<file path="src/design/cpwm_pkg.sv">
// cpwm_pkg: shared types and constants of the complementary PWM block
// field widths, reset values of the settings registers, command and register codes
// no dependencies
package cpwm_pkg;

    localparam int OP_W       = 2;
    localparam int CH_W       = 2;
    localparam int DUTY_W     = 16;
    localparam int PERIOD_W   = 16;
    localparam int DEAD_W     = 15;
    localparam int DELAY_W    = 8;
    localparam int CFG_IDX_W  = 2;
    localparam int CFG_DATA_W = 16;

    localparam logic [PERIOD_W-1:0] PERIOD_RESET = 16'd4800;
    localparam logic [DEAD_W-1:0]   DEAD_RESET   = 15'd0;
    localparam logic [DELAY_W-1:0]  DELAY_RESET  = 8'd60;

    typedef enum logic [OP_W-1:0] {
        OP_TICK     = 2'd0,
        OP_SET_DUTY = 2'd1,
        OP_ENABLE   = 2'd2,
        OP_DISABLE  = 2'd3
    } t_op;

    typedef enum logic [CFG_IDX_W-1:0] {
        CFG_PERIOD = 2'd0,
        CFG_DEAD   = 2'd1,
        CFG_DELAY  = 2'd2
    } t_cfg_idx;

endpackage

</file>
<file path="src/design/cpwm_cmd_if.sv">
// cpwm_cmd_if: command channel of the complementary PWM block
// valid/ready handshake with op, channel and duty word; uses cpwm_pkg widths
interface cpwm_cmd_if;
    logic                            valid;
    logic                            ready;
    logic [cpwm_pkg::OP_W-1:0]       op;
    logic [cpwm_pkg::CH_W-1:0]       channel;
    logic [cpwm_pkg::DUTY_W-1:0]     duty_value;

    modport source (output valid, output op, output channel, output duty_value, input ready);
    modport sink   (input valid, input op, input channel, input duty_value, output ready);
endinterface

</file>
<file path="src/design/cpwm_res_if.sv">
// cpwm_res_if: result channel of the complementary PWM block
// valid/ready handshake with drive bits, period start flag and duty readback
interface cpwm_res_if #(
    parameter int CHANNELS = 3
);
    logic                            valid;
    logic                            ready;
    logic [CHANNELS-1:0]             high_drive;
    logic [CHANNELS-1:0]             low_drive;
    logic                            period_start;
    logic [cpwm_pkg::DUTY_W-1:0]     duty_readback;

    modport source (output valid, output high_drive, output low_drive,
                    output period_start, output duty_readback, input ready);
    modport sink   (input valid, input high_drive, input low_drive,
                    input period_start, input duty_readback, output ready);
endinterface

</file>
<file path="src/design/complementary_pwm_dead_time.sv">
// complementary_pwm_dead_time: multi-channel complementary PWM with dead time
// depends on cpwm_pkg, cpwm_cmd_if and cpwm_res_if
//
//  channel   dir  word                                        handshake
//  i_cmd     in   op, channel, duty_value                     valid/ready
//  o_res     out  high_drive, low_drive, period_start,        valid/ready
//                 duty_readback
//  i_cfg_*   in   register index and data                     write enable only
//
// one word in, one word out, the result word registered; a word is taken every cycle
// while the result register is empty or being read in the same cycle
// the throughput is set by the single result register in front of o_res
// reset (i_rst_n low, synchronous) clears counter, duty stores, enables and
// result valid, and loads the default period, dead time and edge delay
// a stalled o_res holds its word and i_cmd.ready drops until it is taken
module complementary_pwm_dead_time #(
    parameter int CHANNELS    = 3,
    parameter int COUNT_WIDTH = 16
) (
    input  logic                                i_clk,
    input  logic                                i_rst_n,
    cpwm_cmd_if.sink                            i_cmd,
    cpwm_res_if.source                          o_res,
    input  logic                                i_cfg_we,
    input  logic [cpwm_pkg::CFG_IDX_W-1:0]      i_cfg_idx,
    input  logic [cpwm_pkg::CFG_DATA_W-1:0]     i_cfg_data
);

    // arithmetic width: holds user duty plus minimum and any counter value
    localparam int AW = (COUNT_WIDTH + 1 > 18) ? COUNT_WIDTH + 1 : 18;
    localparam int DW = cpwm_pkg::DUTY_W;

    logic [cpwm_pkg::PERIOD_W-1:0] r_period;
    logic [cpwm_pkg::DEAD_W-1:0]   r_dead;
    logic [cpwm_pkg::DELAY_W-1:0]  r_delay;

    logic [COUNT_WIDTH-1:0] r_count, n_count;
    logic [DW-1:0]          r_pending [CHANNELS];
    logic [DW-1:0]          n_pending [CHANNELS];
    logic [DW-1:0]          r_active  [CHANNELS];
    logic [DW-1:0]          n_active  [CHANNELS];
    logic [CHANNELS-1:0]    r_enabled, n_enabled;

    logic                   r_out_valid;
    logic [CHANNELS-1:0]    r_high, n_high;
    logic [CHANNELS-1:0]    r_low, n_low;
    logic                   r_start, n_start;
    logic [DW-1:0]          r_readback, n_readback;

    logic                        w_accept;
    logic [cpwm_pkg::DEAD_W-1:0] w_eff_dead;
    logic [AW-1:0]               w_min;
    logic [AW-1:0]               w_rise;
    logic [AW-1:0]               w_period;
    logic [AW-1:0]               w_inc;
    logic                        w_wrap;
    logic                        w_ch_ok;
    logic [AW-1:0]               w_set_abs;
    logic [AW-1:0]               w_set_user;

    // absolute duty: user plus minimum, clamped to the period, then raised to the minimum
    function automatic logic [AW-1:0] abs_duty(input logic [DW-1:0] user,
                                               input logic [AW-1:0] mn,
                                               input logic [AW-1:0] per);
        logic [AW-1:0] d;
        d = AW'(user) + mn;
        if (d > per) d = per;
        if (d < mn) d = mn;
        return d;
    endfunction

    assign i_cmd.ready        = !r_out_valid || o_res.ready;
    assign w_accept           = i_cmd.valid && i_cmd.ready;

    assign o_res.valid         = r_out_valid;
    assign o_res.high_drive    = r_high;
    assign o_res.low_drive     = r_low;
    assign o_res.period_start  = r_start;
    assign o_res.duty_readback = r_readback;

    // dead time limited to half the period
    assign w_eff_dead = (r_dead > r_period[cpwm_pkg::PERIOD_W-1:1])
                      ? r_period[cpwm_pkg::PERIOD_W-1:1] : r_dead;
    assign w_min      = (AW'(w_eff_dead) << 1) + AW'(r_delay);
    assign w_rise     = AW'(w_eff_dead) + AW'(r_delay);
    assign w_period   = AW'(r_period);
    assign w_inc      = AW'(r_count) + AW'(1);
    assign w_wrap     = (w_inc >= w_period);
    assign w_ch_ok    = (32'(i_cmd.channel) < CHANNELS);
    assign w_set_abs  = abs_duty(i_cmd.duty_value, w_min, w_period);
    assign w_set_user = w_set_abs - w_min;

    // next state of counter, duty stores and enables, and the period start flag and readback
    always_comb begin
        n_count    = r_count;
        n_enabled  = r_enabled;
        n_pending  = r_pending;
        n_active   = r_active;
        n_start    = 1'b0;
        n_readback = '0;
        if (w_accept) begin
            unique case (cpwm_pkg::t_op'(i_cmd.op))
                cpwm_pkg::OP_TICK: begin
                    if (w_wrap) begin
                        n_count  = '0;
                        n_active = r_pending;
                        n_start  = 1'b1;
                    end else begin
                        n_count  = w_inc[COUNT_WIDTH-1:0];
                    end
                end
                cpwm_pkg::OP_SET_DUTY: begin
                    if (w_ch_ok) begin
                        n_readback = w_set_user[DW-1:0];
                        for (int i = 0; i < CHANNELS; i++) begin
                            if (32'(i_cmd.channel) == i) n_pending[i] = w_set_user[DW-1:0];
                        end
                    end
                end
                cpwm_pkg::OP_ENABLE: begin
                    for (int i = 0; i < CHANNELS; i++) begin
                        if (w_ch_ok && 32'(i_cmd.channel) == i) n_enabled[i] = 1'b1;
                    end
                end
                cpwm_pkg::OP_DISABLE: begin
                    for (int i = 0; i < CHANNELS; i++) begin
                        if (w_ch_ok && 32'(i_cmd.channel) == i) begin
                            n_enabled[i] = 1'b0;
                            n_pending[i] = '0;
                        end
                    end
                end
                default: ;
            endcase
        end
    end

    // drive bits from the counter position after this word
    always_comb begin
        logic [AW-1:0] d;
        logic [AW-1:0] fall;
        logic [AW-1:0] cnt;
        cnt    = AW'(n_count);
        n_high = '0;
        n_low  = '0;
        for (int i = 0; i < CHANNELS; i++) begin
            d         = abs_duty(n_active[i], w_min, w_period);
            fall      = d - AW'(w_eff_dead);
            n_high[i] = n_enabled[i] && (cnt >= w_rise) && (cnt < fall);
            n_low[i]  = n_enabled[i] && (cnt >= d);
        end
    end

    always_ff @(posedge i_clk) begin
        if (!i_rst_n) begin
            r_period    <= cpwm_pkg::PERIOD_RESET;
            r_dead      <= cpwm_pkg::DEAD_RESET;
            r_delay     <= cpwm_pkg::DELAY_RESET;
            r_count     <= '0;
            r_enabled   <= '0;
            r_out_valid <= 1'b0;
            for (int i = 0; i < CHANNELS; i++) begin
                r_pending[i] <= '0;
                r_active[i]  <= '0;
            end
        end else begin
            if (i_cfg_we) begin
                unique case (cpwm_pkg::t_cfg_idx'(i_cfg_idx))
                    cpwm_pkg::CFG_PERIOD: r_period <= i_cfg_data[cpwm_pkg::PERIOD_W-1:0];
                    cpwm_pkg::CFG_DEAD:   r_dead   <= i_cfg_data[cpwm_pkg::DEAD_W-1:0];
                    cpwm_pkg::CFG_DELAY:  r_delay  <= i_cfg_data[cpwm_pkg::DELAY_W-1:0];
                    default: ;
                endcase
            end
            r_count   <= n_count;
            r_enabled <= n_enabled;
            r_pending <= n_pending;
            r_active  <= n_active;
            if (w_accept) begin
                r_out_valid <= 1'b1;
            end else if (o_res.ready) begin
                r_out_valid <= 1'b0;
            end
        end
    end

    // result word, no reset needed
    always_ff @(posedge i_clk) begin
        if (w_accept) begin
            r_high     <= n_high;
            r_low      <= n_low;
            r_start    <= n_start;
            r_readback <= n_readback;
        end
    end

    // the two sides of a pair never drive together
    a_no_shoot_through: assert property (@(posedge i_clk) disable iff (!i_rst_n)
        r_out_valid |-> (r_high & r_low) == '0)
        else $error("high and low side active together");

    // a held word matches the enables it was built from
    a_disabled_quiet: assert property (@(posedge i_clk) disable iff (!i_rst_n)
        (r_out_valid && !o_res.ready) |-> ((r_high | r_low) & ~r_enabled) == '0)
        else $error("disabled channel drives an output");

    // a wrap only comes from a tick, which carries no readback
    a_wrap_no_readback: assert property (@(posedge i_clk) disable iff (!i_rst_n)
        (r_out_valid && r_start) |-> r_readback == '0)
        else $error("period start word carries a duty readback");

endmodule

</file>
<file path="src/flat_wrapper.sv">
// flat-port wrapper written by rule: the top's interface ports become plain ports
module complementary_pwm_dead_time_flat 
#(
    parameter int CHANNELS    = 3,
    parameter int COUNT_WIDTH = 16
)
  (i_clk, i_rst_n, i_cfg_we, i_cfg_idx, i_cfg_data, i_cmd_valid, i_cmd_op, i_cmd_channel, i_cmd_duty_value, i_cmd_ready, o_res_valid, o_res_high_drive, o_res_low_drive, o_res_period_start, o_res_duty_readback, o_res_ready);
  cpwm_cmd_if i_cmd_i ();
  cpwm_res_if #(.CHANNELS(CHANNELS)) o_res_i ();
  input  logic i_clk;
  input  logic i_rst_n;
  input  logic i_cfg_we;
  input  logic [cpwm_pkg::CFG_IDX_W-1:0] i_cfg_idx;
  input  logic [cpwm_pkg::CFG_DATA_W-1:0] i_cfg_data;
  input wire logic [$bits(i_cmd_i.valid)-1:0] i_cmd_valid;
  input wire logic [$bits(i_cmd_i.op)-1:0] i_cmd_op;
  input wire logic [$bits(i_cmd_i.channel)-1:0] i_cmd_channel;
  input wire logic [$bits(i_cmd_i.duty_value)-1:0] i_cmd_duty_value;
  output wire logic [$bits(i_cmd_i.ready)-1:0] i_cmd_ready;
  output wire logic [$bits(o_res_i.valid)-1:0] o_res_valid;
  output wire logic [$bits(o_res_i.high_drive)-1:0] o_res_high_drive;
  output wire logic [$bits(o_res_i.low_drive)-1:0] o_res_low_drive;
  output wire logic [$bits(o_res_i.period_start)-1:0] o_res_period_start;
  output wire logic [$bits(o_res_i.duty_readback)-1:0] o_res_duty_readback;
  input wire logic [$bits(o_res_i.ready)-1:0] o_res_ready;
  assign i_cmd_i.valid = i_cmd_valid;
  assign i_cmd_i.op = i_cmd_op;
  assign i_cmd_i.channel = i_cmd_channel;
  assign i_cmd_i.duty_value = i_cmd_duty_value;
  assign i_cmd_ready = i_cmd_i.ready;
  assign o_res_valid = o_res_i.valid;
  assign o_res_high_drive = o_res_i.high_drive;
  assign o_res_low_drive = o_res_i.low_drive;
  assign o_res_period_start = o_res_i.period_start;
  assign o_res_duty_readback = o_res_i.duty_readback;
  assign o_res_i.ready = o_res_ready;
  complementary_pwm_dead_time #(.CHANNELS(CHANNELS), .COUNT_WIDTH(COUNT_WIDTH)) u_core (.i_clk(i_clk), .i_rst_n(i_rst_n), .i_cmd(i_cmd_i), .o_res(o_res_i), .i_cfg_we(i_cfg_we), .i_cfg_idx(i_cfg_idx), .i_cfg_data(i_cfg_data));
endmodule
</file>
<file path="config.mk">
export PLATFORM = sky130hd
export DESIGN_NAME = complementary_pwm_dead_time_flat
export DESIGN_NICKNAME = d
export VERILOG_FILES = /design/src/design/cpwm_pkg.sv /design/src/design/cpwm_cmd_if.sv /design/src/design/cpwm_res_if.sv /design/src/design/complementary_pwm_dead_time.sv /design/src/flat_wrapper.sv
export SDC_FILE = /design/constraint.sdc
export NUM_CORES = 1
export LEC_CHECK = 0
export ABC_AREA = 1
export BUFFER_PORTS_ARGS = -buffer_cell sky130_fd_sc_hd__clkbuf_2
export CAP_MARGIN = 20
export CORE_AREA = 5 5 221 223
export CTS_BUF_LIST = sky130_fd_sc_hd__clkbuf_8
export CTS_CLUSTER_SIZE = 16
export DETAILED_ROUTE_END_ITERATION = 8
export DIE_AREA = 0 0 226 228
export SYNTH_ARGS = -nofsm -noshare
export SYNTH_HDL_FRONTEND = slang
export SYNTH_SLANG_ARGS = --single-unit
</file>
<file path="constraint.sdc">
create_clock -name i_clk -period 12.3 [get_ports i_clk]
set_input_delay 1.845 -clock i_clk [delete_from_list [all_inputs] [get_ports i_clk]]
set_output_delay 1.845 -clock i_clk [all_outputs]
set_load 0.02 [all_outputs]
</file>
==> flow_summary.toml <==
[status]
outcome = "complete, no violations"

[final_layout]
seqCellArea_um2 = 3800
multi_input_area_um2 = 15380
syn2layout_area_growth_pct = 15.38
nFillCells = 4656
layout-drive-gt1-share_pct = 15.67
layout.nets = 3660
layout_commonest_cell = "nand2_1"
final_cell_mix = "nand2_1 (564), inv_1 (403), ha_1 (398), a21oi_1 (307), o21ai_0 (230)"
stdcell_area_um2 = 23950

[clocking]
cts.sink_count = 178
clockBufferDepth = 2
cts_tree = "yes"
root_buffer = "clkbuf_8"
cts_made_buffers = 17
clock_latency_ns = 0.56
htreeDepth = 4
clk_pin_slew_worst_paths_ns = 0.11

[timing]
post-route-period-util_pct = 94.35
hold_ws_ns = 0.4926
slew-limit-headroom_pct = 30.09
setup_viol = 0
fin_skew_ns = 0.02228
maxSlewViolCount = 0
min_period_ns = 11.60
fmax_mhz = 86.17
tightest_slew_ns = 1.041
final-hold-violation-count = 0

[yosys]
async_reset_ff_share_pct = 0
synth_top_area_cell = "ha_1"
synth_enable_flop_cells = 23
synth_warnings = 0
syn_nets = 3443
ys_top_cells_by_area = "ha_1 (24%), dfxtp_1 (15%), nand2_1 (10%)"
ys_ff_latch = 178
synthCells = 2987
synthesis.area_um2 = 20750
ys.flop_type = "dfxtp_1"
seq_area_frac_synth_pct = 18.28
synth_cell_types = 62
synth_top_cell_area_share_pct = 24.30
syn_avg_cell_area_um2 = 6.948

[setup_path]
reg2reg_to = "u_core.o_res.high_drive[1]$_DFFE_PP_"
arrival_ns = 11.92
critPathMostFrequentCell = "nand2_1"
r2r_cells = 75
crit_required_ns = 12.62
critPathSlowestCell = "dfxtp_1"
worstSetupStartpointType = "flop"
r2r_slack_ns = 0.70
r2r-start = "u_core.r_period[15]$_SDFFE_PN0P_"
cp_max_fo = 8
slowest_delay_ns = 0.45
crit_type = "flop to flop"
endpoint_kind = "flop"

[placed_design]
io_buffers = 67
place_congestion = 1.021
postPlaceCellArea_um2 = 22920
place_hpwl_mm = 65.83

[drt]
drc = 0
routedWlPerCell_um = 20.91
drt_iter0_drc = 1655
drtAntennaViolNets = 0
via_per_inst = 5.515
drt_wl_total_mm = 79.98
drt_first_pass_iters = 7
vias = 21090

[global_route]
grt_max_degree = 89
grt-ovfl-total = 0
first_global_vias = 19650
antenna_found_initial = 1
grt_pass1_wl_mm = 118.3
gr-usage-all-layers_pct = 30.16

[min_path]
hold_path.class = "flop to flop"
min_from = "u_core.r_dead[14]$_SDFFE_PN0P_"
whs_path_depth = 2
hold-path-endpoint = "u_core.r_dead[14]$_SDFFE_PN0P_"

[floorplan]
io_pins = 68
start_util_pct = 44.77
dieArea_um2 = 51530
row_count = 79
fp.dieH_um = 228
die_w_um = 226
core-area_um2 = 46360

[pwr]
power.density_nw_per_um2 = 228.7
vdd_ir_drop_max_v = 0.0001922
power.leakage_nw = 12.78

[flow_run]
drv_cap = 0
==> cells in the mapped netlist, types with 35 or more instances <==
library cell  instances
a21oi_1             320
nand3_1             103
nand4_1              40
o21ai_2              35
clkbuf_1             50
nand2_1             566
ha_1                403
o21ai_0             262
nor2_1              199
xor2_1              111
inv_2                47
inv_1               405
dfxtp_1             155
==> worst max-delay path by stage <==
stage,end,cells past startpoint,startpoint,slack (ns)
final,u_core.o_res.high_drive[1]$_DFFE_PP_,75,u_core.r_period[15]$_SDFFE_PN0P_,0.70
after global routing,u_core.o_res.high_drive[2]$_DFFE_PP_,89,u_core.r_count[0]$_SDFF_PN0_,-0.02
after CTS,u_core.o_res.high_drive[1]$_DFFE_PP_,72,u_core.r_period[7]$_SDFFE_PN1P_,0.09
after detailed placement,u_core.o_res.high_drive[1]$_DFFE_PP_,69,u_core.r_period[3]$_SDFFE_PN0P_,-0.29
after global placement,u_core.o_res.high_drive[1]$_DFFE_PP_,69,u_core.r_period[3]$_SDFFE_PN0P_,-0.22
after floorplan,u_core.o_res.high_drive[2]$_DFFE_PP_,69,u_core.r_period[13]$_SDFFE_PN0P_,0.85
==> through the flow <==
stage | setup TNS, ns | setup slack (ns) | instances | utilization (%) | power (W)
detailed placement | -0.2867 | -0.2867 | 3774 | 49.45 | 0.004841
CTS | 0 | 0.08903 | 3806 | 50.42 | 0.005302
global route | -0.02222 | -0.01684 | 3825 | 51.65 | 0.005991
global placement | -0.2190 | -0.2190 | 3771 | 49.39 | 0.004756
floorplan | 0 | 0.8467 | 2987 | - | 0.003463
finish | 0 | 0.6953 | 3825 | 51.65 | 0.005475
==> metal layers <==
| layer | vias to the layer above | track usage [%] | wire length (µm) |
|---|---|---|---|
| met5 | - | 0 | 0 |
| met4 | 0 | 13.75 | 4665 |
| met1 | 9799 | 38.89 | 34470 |
| li1 | 10500 | - | - |
| met3 | 199 | 4.816 | 4096 |
| met2 | 597 | 49.46 | 36740 |
==> cell type report <==
cell class,instances,share of cell area [%]
tap,607,3.172
inverter,453,7.159
antenna,1,0.01045
clock inverter,14,0.7838
timing repair buffer,263,7.754
multi-input combinational,2291,64.22
sequential,178,15.87
clock buffer,18,1.035
==> power by group <==
part           internal, W  total (W)  switching [W]  leakage (nW)
sequential        0.000628   0.000644      0.0000163          1.49
combinational      0.00162    0.00439        0.00277          11.1
clock             0.000179   0.000440       0.000261         0.219
==> repair_timing <==
item	in CTS	in global routing
resized for setup	5	118
hold buffers	0	0
cloned	0	2
setup buffers	0	16
setup endpoints to repair	2	30
pin swaps	0	16
hold endpoints to repair	0	0
==> critical path: cells and delay by family (launching register included) <==
| family | cells | cell delay [ns] |
|---|---|---|
| AOI/OAI and AO/OA | 24 | 3.72 |
| and+or+nand+nor | 26 | 2.70 |
| adders and majority gates | 9 | 2.57 |
| buffers and inverters | 13 | 1.36 |
| xor gates and xnor gates | 3 | 0.54 |
| DFF | 1 | 0.45 |
==> flip-flops by register name, indices dropped and copies added (netlist names), 3 cells and up <==
signal                      cells
u_core.r_enabled                3
u_core.r_period                16
u_core.r_active                48
u_core.o_res.low_drive          3
u_core.o_res.high_drive         3
u_core.r_count                 16
u_core.o_res.duty_readback     16
u_core.r_pending               48
u_core.r_dead                  15
u_core.r_delay                  8
==> cells by family after synthesis <==
family          Yosys count  share of synthesized area [%]
xor+xnor                148                          6.463
fa+ha+maj               413                          25.26
buf+inv                 519                          9.712
flops                   178                          18.28
simple gates            982                          20.09
compound gates          747                          20.20
(Power assumes the default switching activity.)
